`config.mk`:
```
export PLATFORM = sky130hd
export DESIGN_NAME = timeline_slot_allocator_top
export DESIGN_NICKNAME = d
export VERILOG_FILES = /design/src/hw/rtl/tsa_pkg.sv /design/src/hw/rtl/tsa_ctrl.sv /design/src/hw/rtl/tsa_dp.sv /design/src/hw/rtl/timeline_slot_allocator_top.sv
export SDC_FILE = /design/constraint.sdc
export NUM_CORES = 2
export LEC_CHECK = 0
export BUFFER_PORTS_ARGS = -buffer_cell sky130_fd_sc_hd__buf_4
export CORE_UTILIZATION = 39
export CTS_CLUSTER_SIZE = 28
export DETAILED_ROUTE_END_ITERATION = 8
export PLACE_DENSITY = 0.54
export SYNTH_ARGS = -nofsm -noshare
export SYNTH_HDL_FRONTEND = slang
export SYNTH_SLANG_ARGS = --single-unit
```
`constraint.sdc`:
```
create_clock -name clk -period 21.3 [get_ports clk]
set_input_delay 1.065 -clock clk [delete_from_list [all_inputs] [get_ports clk]]
set_output_delay 1.065 -clock clk [all_outputs]
set_load 0.02 [all_outputs]
```
`src/hw/rtl/tsa_pkg.sv`:
```
// shared types and constants for the timeline slot allocator
// used by tsa_ctrl, tsa_dp and timeline_slot_allocator_top
`timescale 1ns / 1ps
`default_nettype none
package tsa_pkg;

	localparam int TimeBits = 16;
	localparam logic [15:0] CycleReset = 16'd800;

	typedef enum logic [1:0] {
		KIND_ALLOC  = 2'd0,
		KIND_REMOVE = 2'd1,
		KIND_EXPIRE = 2'd2,
		KIND_NONE   = 2'd3
	} kind_t;

	typedef enum logic [2:0] {
		ST_OK       = 3'd0,
		ST_NOWIN    = 3'd1,
		ST_FULL     = 3'd2,
		ST_REMOVED  = 3'd3,
		ST_NOTFOUND = 3'd4
	} status_t;

	typedef enum logic [2:0] {
		OP_NONE = 3'd0,
		OP_LOAD = 3'd1,
		OP_DEL  = 3'd2,
		OP_CHK  = 3'd3,
		OP_FIT  = 3'd4,
		OP_DONE = 3'd5
	} op_t;

	typedef struct packed {
		op_t  op;
		logic first;
	} cmd_t;

	typedef struct packed {
		logic is_alloc;
		logic has_free;
		logic win_free;
		logic changed;
		logic out_free;
	} sts_t;

	typedef struct packed {
		logic [TimeBits-1:0] start;
		logic [TimeBits-1:0] stop;
		logic [15:0]         flow;
	} slot_t;

	function automatic logic [2:0] map_queue(input logic [7:0] prio);
		logic [2:0] q;
		begin
			if (prio == 8'd1) q = 3'd7;
			else if (prio == 8'd2) q = 3'd6;
			else if (prio >= 8'd7) q = 3'd0;
			else q = 3'(8'd7 - prio);
			return q;
		end
	endfunction

endpackage
`default_nettype wire

```
`src/hw/rtl/tsa_ctrl.sv`:
```
// controller of the slot allocator: request sequencing and table sweeps
// depends on tsa_pkg
`timescale 1ns / 1ps
`default_nettype none
module tsa_ctrl #(
	parameter int MAX_SLOTS = 64
) (
	input  wire logic                         clk,
	input  wire logic                         arst_n,
	input  wire logic                         in_valid,
	output logic                              in_ready,
	input  wire tsa_pkg::sts_t                sts,
	output tsa_pkg::cmd_t                     cmd,
	output logic [$clog2(MAX_SLOTS)-1:0]      rd_addr
);
	localparam int AW = $clog2(MAX_SLOTS);

	typedef enum logic [7:0] {
		S_IDLE    = 8'b0000_0001,
		S_DEL     = 8'b0000_0010,
		S_DEL_END = 8'b0000_0100,
		S_CHK     = 8'b0000_1000,
		S_CHK_END = 8'b0001_0000,
		S_FIT     = 8'b0010_0000,
		S_FIT_END = 8'b0100_0000,
		S_DONE    = 8'b1000_0000
	} state_t;

	state_t state_q, state_d;
	logic [AW-1:0] idx_q, idx_d;
	logic last;

	assign last = (idx_q == AW'(MAX_SLOTS - 1));
	assign rd_addr = idx_q;
	assign in_ready = (state_q == S_IDLE);

	always_comb begin
		state_d = state_q;
		idx_d = idx_q;
		cmd.op = tsa_pkg::OP_NONE;
		cmd.first = (idx_q == '0);
		case (state_q)
			S_IDLE: begin
				if (in_valid) begin
					cmd.op = tsa_pkg::OP_LOAD;
					state_d = S_DEL;
					idx_d = '0;
				end
			end
			S_DEL, S_CHK, S_FIT: begin
				if (state_q == S_DEL) cmd.op = tsa_pkg::OP_DEL;
				else if (state_q == S_CHK) cmd.op = tsa_pkg::OP_CHK;
				else cmd.op = tsa_pkg::OP_FIT;
				idx_d = idx_q + AW'(1);
				if (last) begin
					idx_d = '0;
					if (state_q == S_DEL) state_d = S_DEL_END;
					else if (state_q == S_CHK) state_d = S_CHK_END;
					else state_d = S_FIT_END;
				end
			end
			S_DEL_END: begin
				state_d = sts.is_alloc ? S_CHK : S_DONE;
			end
			S_CHK_END: begin
				if (!sts.has_free || sts.win_free) state_d = S_DONE;
				else state_d = S_FIT;
			end
			S_FIT_END: begin
				// keep sweeping until the candidate start settles
				state_d = sts.changed ? S_FIT : S_DONE;
			end
			S_DONE: begin
				if (sts.out_free) begin
					cmd.op = tsa_pkg::OP_DONE;
					state_d = S_IDLE;
				end
			end
			default: begin
				state_d = S_IDLE;
			end
		endcase
	end

	always_ff @(posedge clk or negedge arst_n) begin
		if (!arst_n) begin
			state_q <= S_IDLE;
			idx_q <= '0;
		end else begin
			state_q <= state_d;
			idx_q <= idx_d;
		end
	end

endmodule
`default_nettype wire

```
`src/hw/rtl/tsa_dp.sv`:
```
// datapath of the slot allocator: slot memory, valid bits, search logic,
// counters and result register; depends on tsa_pkg
`timescale 1ns / 1ps
`default_nettype none
module tsa_dp #(
	parameter int MAX_SLOTS = 64
) (
	input  wire logic                    clk,
	input  wire logic                    arst_n,
	input  wire logic                    cfg_we,
	input  wire logic [15:0]             cfg_wdata,
	input  wire logic [1:0]              kind,
	input  wire logic [15:0]             flow_id,
	input  wire logic [15:0]             arrival_time,
	input  wire logic [15:0]             duration,
	input  wire logic [7:0]              priority_req,
	input  wire logic [15:0]             now_time,
	input  wire tsa_pkg::cmd_t           cmd,
	input  wire logic [$clog2(MAX_SLOTS)-1:0] rd_addr,
	output tsa_pkg::sts_t                sts,
	output logic                         out_valid,
	input  wire logic                    out_ready,
	output logic [2:0]                   status,
	output logic [15:0]                  open_time,
	output logic [15:0]                  close_time,
	output logic [2:0]                   queue_index,
	output logic [15:0]                  queuing_delay,
	output logic [6:0]                   removed_count,
	output logic [31:0]                  scheduled_total,
	output logic [31:0]                  dropped_total
);
	localparam int AW = $clog2(MAX_SLOTS);
	localparam int CW = $clog2(MAX_SLOTS + 1);
	localparam int TB = tsa_pkg::TimeBits;

	tsa_pkg::slot_t mem [MAX_SLOTS];
	tsa_pkg::slot_t rd_s1;
	logic [MAX_SLOTS-1:0] valid_q;
	tsa_pkg::op_t op_s1;
	logic first_s1;
	logic [AW-1:0] addr_s1;

	logic [1:0] kind_q;
	logic [15:0] fid_q;
	logic [TB-1:0] arr_q, dur_q, now_q, cand_q, cyc_q;
	logic [2:0] queue_q;
	logic [CW-1:0] removed_q;
	logic has_free_q, win_free_q, changed_q;
	logic [AW-1:0] free_q;
	logic [31:0] sched_q, drop_q;

	logic out_valid_q;
	logic [2:0] status_q, oqueue_q;
	logic [TB-1:0] open_q, close_q, delay_q;
	logic [CW-1:0] oremoved_q;

	logic ent_valid;
	logic [TB:0] win_end, thresh, fit_end;
	logic [TB-1:0] dur_min1;
	logic is_alloc;
	logic chk_free, chk_hit, fit_push;

	assign is_alloc = (kind_q == tsa_pkg::KIND_ALLOC);
	assign ent_valid = valid_q[addr_s1];
	assign win_end = {1'b0, arr_q} + {1'b0, dur_q};
	assign dur_min1 = (dur_q == '0) ? TB'(1) : dur_q;
	assign thresh = {1'b0, cand_q} + {1'b0, dur_min1};
	assign fit_end = {1'b0, cand_q} + {1'b0, dur_q};

	// the last entry of a pass is still in the read stage when the controller decides
	assign chk_free = (op_s1 == tsa_pkg::OP_CHK) && !ent_valid;
	assign chk_hit = (op_s1 == tsa_pkg::OP_CHK) && ent_valid &&
		!(win_end <= {1'b0, rd_s1.start} || arr_q >= rd_s1.stop);
	assign fit_push = (op_s1 == tsa_pkg::OP_FIT) && ent_valid &&
		{1'b0, rd_s1.start} < thresh && rd_s1.stop > cand_q;

	assign sts = '{
		is_alloc: is_alloc,
		has_free: has_free_q || chk_free,
		win_free: win_free_q && !chk_hit,
		changed:  changed_q || fit_push,
		out_free: !out_valid_q || out_ready
	};

	// slot memory, one read and one write port
	always_ff @(posedge clk) begin
		rd_s1 <= mem[rd_addr];
		if (cmd.op == tsa_pkg::OP_DONE && is_alloc && has_free_q &&
		    fit_end <= {1'b0, cyc_q}) begin
			mem[free_q] <= '{start: cand_q, stop: fit_end[TB-1:0], flow: fid_q};
		end
	end

	always_ff @(posedge clk or negedge arst_n) begin
		if (!arst_n) begin
			op_s1 <= tsa_pkg::OP_NONE;
			valid_q <= '0;
			cyc_q <= TB'(tsa_pkg::CycleReset);
			sched_q <= '0;
			drop_q <= '0;
			out_valid_q <= 1'b0;
		end else begin
			op_s1 <= cmd.op;
			if (cfg_we) cyc_q <= TB'(cfg_wdata);
			if (cmd.op == tsa_pkg::OP_DONE) out_valid_q <= 1'b1;
			else if (out_ready) out_valid_q <= 1'b0;

			case (op_s1)
				tsa_pkg::OP_DEL: begin
					if (ent_valid &&
					    (((kind_q == tsa_pkg::KIND_ALLOC || kind_q == tsa_pkg::KIND_REMOVE) &&
					      rd_s1.flow == fid_q) ||
					     (kind_q == tsa_pkg::KIND_EXPIRE && rd_s1.stop < now_q))) begin
						valid_q[addr_s1] <= 1'b0;
					end
				end
				default: begin
				end
			endcase

			if (cmd.op == tsa_pkg::OP_DONE) begin
				if (is_alloc) begin
					if (!has_free_q) drop_q <= drop_q + 32'd1;
					else if (fit_end > {1'b0, cyc_q}) drop_q <= drop_q + 32'd1;
					else begin
						sched_q <= sched_q + 32'd1;
						valid_q[free_q] <= 1'b1;
					end
				end
			end
		end
	end

	// request fields, search state and result payload
	always_ff @(posedge clk) begin
		first_s1 <= cmd.first;
		addr_s1 <= rd_addr;
		case (cmd.op)
			tsa_pkg::OP_LOAD: begin
				kind_q <= kind;
				fid_q <= flow_id;
				arr_q <= TB'(arrival_time);
				dur_q <= TB'(duration);
				now_q <= TB'(now_time);
				cand_q <= TB'(arrival_time);
				queue_q <= tsa_pkg::map_queue(priority_req);
				removed_q <= '0;
				has_free_q <= 1'b0;
				win_free_q <= 1'b1;
				changed_q <= 1'b0;
				free_q <= '0;
			end
			tsa_pkg::OP_DONE: begin
				oremoved_q <= removed_q;
				case (kind_q)
					tsa_pkg::KIND_ALLOC: begin
						oqueue_q <= queue_q;
						if (has_free_q && fit_end <= {1'b0, cyc_q}) begin
							status_q <= tsa_pkg::ST_OK;
							open_q <= cand_q;
							close_q <= fit_end[TB-1:0];
							delay_q <= cand_q - arr_q;
						end else begin
							status_q <= has_free_q ? tsa_pkg::ST_NOWIN : tsa_pkg::ST_FULL;
							open_q <= '0;
							close_q <= '0;
							delay_q <= '0;
						end
					end
					default: begin
						oqueue_q <= '0;
						open_q <= '0;
						close_q <= '0;
						delay_q <= '0;
						if (kind_q == tsa_pkg::KIND_REMOVE)
							status_q <= (removed_q != '0) ? tsa_pkg::ST_REMOVED
							                              : tsa_pkg::ST_NOTFOUND;
						else if (kind_q == tsa_pkg::KIND_EXPIRE)
							status_q <= tsa_pkg::ST_REMOVED;
						else
							status_q <= tsa_pkg::ST_NOTFOUND;
					end
				endcase
			end
			default: begin
			end
		endcase

		case (op_s1)
			tsa_pkg::OP_DEL: begin
				if (ent_valid &&
				    (((kind_q == tsa_pkg::KIND_ALLOC || kind_q == tsa_pkg::KIND_REMOVE) &&
				      rd_s1.flow == fid_q) ||
				     (kind_q == tsa_pkg::KIND_EXPIRE && rd_s1.stop < now_q))) begin
					removed_q <= removed_q + CW'(1);
				end
			end
			tsa_pkg::OP_CHK: begin
				if (chk_free && !has_free_q) begin
					has_free_q <= 1'b1;
					free_q <= addr_s1;
				end
				if (chk_hit)
					win_free_q <= 1'b0;
			end
			tsa_pkg::OP_FIT: begin
				// an entry starting too close to the candidate pushes it to its end
				if (fit_push) begin
					cand_q <= rd_s1.stop;
					changed_q <= 1'b1;
				end else if (first_s1) begin
					changed_q <= 1'b0;
				end
			end
			default: begin
			end
		endcase
	end

	assign out_valid = out_valid_q;
	assign status = status_q;
	assign open_time = 16'(open_q);
	assign close_time = 16'(close_q);
	assign queue_index = oqueue_q;
	assign queuing_delay = 16'(delay_q);
	assign removed_count = 7'(oremoved_q);
	assign scheduled_total = sched_q;
	assign dropped_total = drop_q;

endmodule
`default_nettype wire

```
`src/hw/rtl/timeline_slot_allocator_top.sv`:
```
// Timeline slot allocator: keeps reserved intervals of one gate cycle and
// serves allocate, remove and expire requests.
// Input channel in_valid/in_ready carries one request item with kind,
// flow_id, arrival_time, duration, priority_req and now_time. Output channel
// out_valid/out_ready returns one result item per request.
// cfg_we/cfg_wdata writes cycle_time (reset 800).
// Sequencing: a request walks the slot table entry by entry, one entry per cycle
// through the slot memory read port. Remove, expire and unknown kinds make one
// delete pass and then raise out_valid. Allocate adds a free-slot and window
// check pass and, when a free slot exists but the arrival window is taken, one
// or more fit passes, repeated until the candidate start stops moving (at most
// MAX_SLOTS + 1 passes).
// One request is worked on at a time; in_ready is high only while idle.
// A finished result sits in the output register; a new request may be taken
// while it waits, and the next result waits for out_ready before it is loaded.
// Reset clears all valid bits, the counters and the output valid flag; the
// table is usable as soon as reset is released.
// depends on tsa_pkg, tsa_ctrl, tsa_dp
`timescale 1ns / 1ps
`default_nettype none
module timeline_slot_allocator_top #(
	parameter int MAX_SLOTS = 64
) (
	input  wire logic        clk,
	input  wire logic        arst_n,
	input  wire logic        cfg_we,
	input  wire logic [15:0] cfg_wdata,
	input  wire logic        in_valid,
	output logic             in_ready,
	input  wire logic [1:0]  kind,
	input  wire logic [15:0] flow_id,
	input  wire logic [15:0] arrival_time,
	input  wire logic [15:0] duration,
	input  wire logic [7:0]  priority_req,
	input  wire logic [15:0] now_time,
	output logic             out_valid,
	input  wire logic        out_ready,
	output logic [2:0]       status,
	output logic [15:0]      open_time,
	output logic [15:0]      close_time,
	output logic [2:0]       queue_index,
	output logic [15:0]      queuing_delay,
	output logic [6:0]       removed_count,
	output logic [31:0]      scheduled_total,
	output logic [31:0]      dropped_total
);
	tsa_pkg::cmd_t cmd;
	tsa_pkg::sts_t sts;
	logic [$clog2(MAX_SLOTS)-1:0] rd_addr;

	tsa_ctrl #(.MAX_SLOTS(MAX_SLOTS)) u_ctrl (
		.clk(clk), .arst_n(arst_n), .in_valid(in_valid), .in_ready(in_ready),
		.sts(sts), .cmd(cmd), .rd_addr(rd_addr)
	);

	tsa_dp #(.MAX_SLOTS(MAX_SLOTS)) u_dp (
		.clk(clk), .arst_n(arst_n), .cfg_we(cfg_we), .cfg_wdata(cfg_wdata),
		.kind(kind), .flow_id(flow_id), .arrival_time(arrival_time),
		.duration(duration), .priority_req(priority_req), .now_time(now_time),
		.cmd(cmd), .rd_addr(rd_addr), .sts(sts),
		.out_valid(out_valid), .out_ready(out_ready), .status(status),
		.open_time(open_time), .close_time(close_time), .queue_index(queue_index),
		.queuing_delay(queuing_delay), .removed_count(removed_count),
		.scheduled_total(scheduled_total), .dropped_total(dropped_total)
	);

	a_one_item: assert property (@(posedge clk) disable iff (!arst_n)
		in_valid && in_ready |=> !in_ready)
		else $error("request taken while another is in work");

	a_grant_order: assert property (@(posedge clk) disable iff (!arst_n)
		out_valid && status == tsa_pkg::ST_OK |-> close_time >= open_time)
		else $error("granted interval closes before it opens");

	a_fail_zero: assert property (@(posedge clk) disable iff (!arst_n)
		out_valid && status != tsa_pkg::ST_OK |-> open_time == 16'd0 &&
		close_time == 16'd0 && queuing_delay == 16'd0)
		else $error("failed request reports a window");

endmodule
`default_nettype wire
```
==> results.md <==
- The netlist area before placement is around 140000 um^2.
- After synthesis, the mean cell area works out to 21.7 um^2.
- Setup repair after global routing left no endpoint under its margin.
- The leading cell type by number of instances after synthesis is sky130_fd_sc_hd__edfxtp_1.
- Clock-pin slew was measured on the worst setup and hold paths at roughly 0.060 ns.
- The startpoint class of the critical path is a flip-flop.
- The count of nets left with antenna violations once routing finished came out at 0.
- Clock tree synthesis selected as its root buffer the cell sky130_fd_sc_hd__clkbuf_16.
- The TritonCTS buffer count is around 370.
- The height of the chip is 593 um.
- The sequential element share of the synthesized area is 0.749.
- The tool flagged a number of max-cap violations equal to 0.
- The cell taking the most area after synthesis is sky130_fd_sc_hd__edfxtp_1.
- The total area inside the core boundary comes to 347000 um^2.
- For the final routed database, the setup TNS stands at 0 ns.
- For this configuration, the core starts out at a cell density of 0.393.
- The clock net sink count is 3451.
- The count of final hold-check violations is 0.
- The total I/O pin count is 222.
- The iteration count of the initial detailed-routing pass is 5.
- The number of nets in the synthesized netlist is 6534.
- The run finished with clean final reports.
- The global-route wire length before repair is 537000 um.
- After clock tree synthesis, the repair step resized 0 gates.
- The initial antenna violation count came to 29.
- The post-CTS setup buffer count is 0.
- Final hold analysis gives a worst-case slack of between 0.15 and 0.2 ns.
- The clock tree from TritonCTS is done.
- In this run the deepest clock path goes through 4 buffers.
- The final critical path time including I/O delays and setup is 9.12 ns.
- STA classifies the critical path endpoint as a flip-flop.
- Counting flops with a built-in enable in the synthesized netlist gives 3202.
- In this run the tightest slew margin relative to its limit is 0.134.
- In the final layout, the share of cells above drive strength 1 is 0.301.
- The total routed wirelength is between 300000 and 400000 um.
- Entering global routing, the biggest net connects between 100 and 150 pins.
- In the global route stage, overall resource usage came out at 0.217.
- The half-perimeter wire length after detailed placement is 235000 um.
- The routed layout has 67300 vias.
- The DRC violation count after routing is 0.
- The total of hold buffers inserted after clock tree synthesis is 0.
- At the worst endpoint, the required time is 21.84 ns.
- For this run, the top clock speed supported by timing is around 110 MHz.
- The final setup skew is 0.0583 ns.
- The later-pin clock latency in the skew report is 0.96 ns.
- The post-route clock period utilization is 0.428.
- Of the post-synthesis cell area, the dominant cell type holds 0.706.
- In this run the number of H-tree levels came out at 5.
- The synthesized instance count is ~6300.
- The setup path with the least slack is of type flip-flop to flip-flop.
- After the first detailed-routing iteration, the DRC count stood at between 8000 and 9000.
- The layout overhead on the synthesized area is 15.2%.
- The static power due to leakage is 0.0495 uW.
- The maximum ir drop on the vdd rail is 0.000211 V.
- The weighted congestion reported at the end of routability-driven placement is between 0.8 and 0.9.
- The number of warnings printed during yosys synthesis is 0.
- In the post-synthesis netlist, the biggest area contributors are sky130_fd_sc_hd__edfxtp_1, sky130_fd_sc_hd__mux4_2, sky130_fd_sc_hd__dfrtp_1, sky130_fd_sc_hd__ha_1, sky130_fd_sc_hd__dfxtp_1.
- The slew at the pin with the worst max-slew slack is 1.30 ns.
- The net load switching power is roughly 7000 uW.
- The fraction of registers with async set/reset is 0.0469.
- The die is 593 um wide.
- In the final routed layout, each cell accounts on average for 32.8 um.
- The total power per unit cell area is roughly 140 nW/um^2.
- The data arrival time of the critical path is 9.66 ns.
- The final-stage net count is 7015.
- In the synthesized netlist, the cells that appear most often are sky130_fd_sc_hd__edfxtp_1, sky130_fd_sc_hd__mux4_2, sky130_fd_sc_hd__clkbuf_1, sky130_fd_sc_hd__ha_1, sky130_fd_sc_hd__dfrtp_1.
- The count of final max-slew check failures is 0.
- The share of power burned in the clock network is 0.301.
- The number of different library cells in the post-synthesis netlist is 85.
- The sequential group share of total power is 0.424.
- The number of rows created at floorplan is 216.
- Global routing finished with a remaining overflow of 0.
- The main flop type after synthesis is sky130_fd_sc_hd__edfxtp_1.
- Of the total power, the share spent switching nets is 0.323.
- The via count of the first global-routing pass was around 68000.
- The count of state elements after synthesis is 3451.
- The share of total power in combinational logic is 0.275.
- The maximum fanout count along the critical path is 69.
- The die outline area is 351000 um^2.
- The classification of the worst-slack hold path is input port to async pin.
- The number of buffers inserted by port buffering is approximately 220.
- The internal cell power is 14700 uW.
- The number of failing setup endpoints in the final timing report is 0.
- After detailed routing, the number of vias per cell comes to 5.77.
-- flip-flops by register name (all words and copies together) (netlist names), 3 cells and up --
name / flops
u_dp.removed_q: 7
u_dp.queue_q: 3
u_dp.close_time: 16
u_dp.fid_q: 16
u_dp.now_q: 16
u_dp.cyc_q: 16
u_dp.mem: 3072
u_dp.dropped_total: 32
u_dp.status: 3
u_dp.queue_index: 3
u_dp.scheduled_total: 32
u_ctrl.state_q: 8
u_dp.cand_q: 16
u_dp.rd_s1: 48
u_dp.valid_q: 64
u_dp.queuing_delay: 16
u_dp.dur_q: 16
u_dp.op_s1: 3
u_dp.arr_q: 16
u_dp.addr_s1: 6
u_dp.free_q: 6
u_dp.removed_count: 7
u_dp.open_time: 16
u_ctrl.rd_addr: 6
-- power groups by stage --
stage | clock [uW] | sequential (uW) | combinational (uW)
after global routing | 6890 | 9180 | 6340
after CTS | 6630 | 9170 | 6020
after floorplan | 0 | 9360 | 3230
after global placement | 0 | 9300 | 5910
final | 6510 | 9170 | 5960
after detailed placement | 0 | 9310 | 6010
-- final cells by class --
cell class	instances	area (um^2)
fillers	28900	190000
flip-flops and latches	3451	102000
diodes	15	37.5
clock buffers	458	9900
inverters	144	542
multi-input cells	2360	32900
clock inverters	238	2380
well taps	4578	5730
repair buffers	423	3250
-- critical path, stage by stage (launching register included) --
cell and delay (ns):
sky130_fd_sc_hd__dfxtp_2 0.31, sky130_fd_sc_hd__buf_4 0.65, sky130_fd_sc_hd__ha_1 0.45, sky130_fd_sc_hd__a2111oi_4 0.43, sky130_fd_sc_hd__inv_1 0.10, sky130_fd_sc_hd__o2111ai_1 0.34
sky130_fd_sc_hd__a311oi_1 0.26, sky130_fd_sc_hd__o21ai_0 0.49, sky130_fd_sc_hd__a21oi_1 0.22, sky130_fd_sc_hd__a31oi_4 0.20, sky130_fd_sc_hd__buf_4 0.55, sky130_fd_sc_hd__ha_1 0.37
sky130_fd_sc_hd__nand3_1 0.13, sky130_fd_sc_hd__or2_2 0.13, sky130_fd_sc_hd__o221ai_1 0.14, sky130_fd_sc_hd__a211oi_2 0.90, sky130_fd_sc_hd__nand3_4 0.25, sky130_fd_sc_hd__buf_4 0.38
sky130_fd_sc_hd__buf_4 0.46, sky130_fd_sc_hd__nor3_2 1.01, sky130_fd_sc_hd__buf_4 0.72
-- through the flow --
| step | power [uW] | cells | worst slack [ns] | area, um^2 | util |
|---|---|---|---|---|---|
| floorplan | 12600 | 6272 | 10.68 | 136000 | - |
| global placement | 15200 | 11000 | 12.20 | 144000 | 0.417 |
| detailed placement | 15300 | 11000 | 12.20 | 144000 | 0.417 |
| CTS | 21800 | 11700 | 12.12 | 157000 | 0.452 |
| global route | 22400 | 11700 | 11.70 | 157000 | 0.452 |
| finish | 21600 | 11700 | 12.18 | 157000 | 0.452 |
-- per-layer routing --
| layer | up-vias | GRT usage | wire [um] |
|---|---|---|---|
| li1 | 27300 | - | - |
| met2 | 2725 | 0.336 | 178000 |
| met3 | 522 | 0.0319 | 28000 |
| met5 | - | 0 | 60 |
| met4 | 8 | 0.0563 | 9860 |
| met1 | 36700 | 0.322 | 167000 |
-- worst paths after layout --
kind	start	to	slack (ns)	cells after the start
max reg2reg	u_dp.cand_q[7]	u_dp.mem[56][20]	12.18	20
min reg2reg	u_dp.changed_q	u_dp.changed_q	0.48	2
min in group clk	now_time[7]	u_dp.now_q[7]	0.28	1
max	u_dp.cand_q[7]	u_dp.mem[56][20]	12.18	20
min	arst_n	u_dp.dropped_total[7]	0.16	1
max in group asynchronous	arst_n	u_ctrl.rd_addr[4]	19.43	2
-- layout by cell type (no fill, tap or decap), drive strengths merged, types with 21 or more instances in the layout --
cell | synthesis | routed
nor3 | 115 | 115
nand3 | 73 | 73
clkbuf | 209 | 458
xnor2 | 68 | 68
dfxtp | 87 | 87
mux2i | 47 | 47
mux4 | 1016 | 1016
ha | 163 | 163
clkinv | 1 | 176
o31ai | 70 | 70
a211oi | 21 | 21
nand4 | 34 | 34
xor2 | 59 | 59
dfrtp | 158 | 158
edfxtp | 3202 | 3202
nand2 | 122 | 122
buf | 108 | 423
and3 | 37 | 37
nor2 | 90 | 90
inv | 143 | 158
a21o | 30 | 30
bufinv | 0 | 40
o21ai | 136 | 136
a21oi | 71 | 71
-- kinds of logic after synthesis --
kind of cell,count (synthesis),share of synthesized area
flops,3451,0.749
fa+ha+maj,167,0.0156
compound gates,415,0.0200
buf+inv,461,0.0131
mux,1069,0.172
simple gates,582,0.0220
xor+xnor,127,0.00817
No activity file was read; power rests on OpenSTA's default activity.
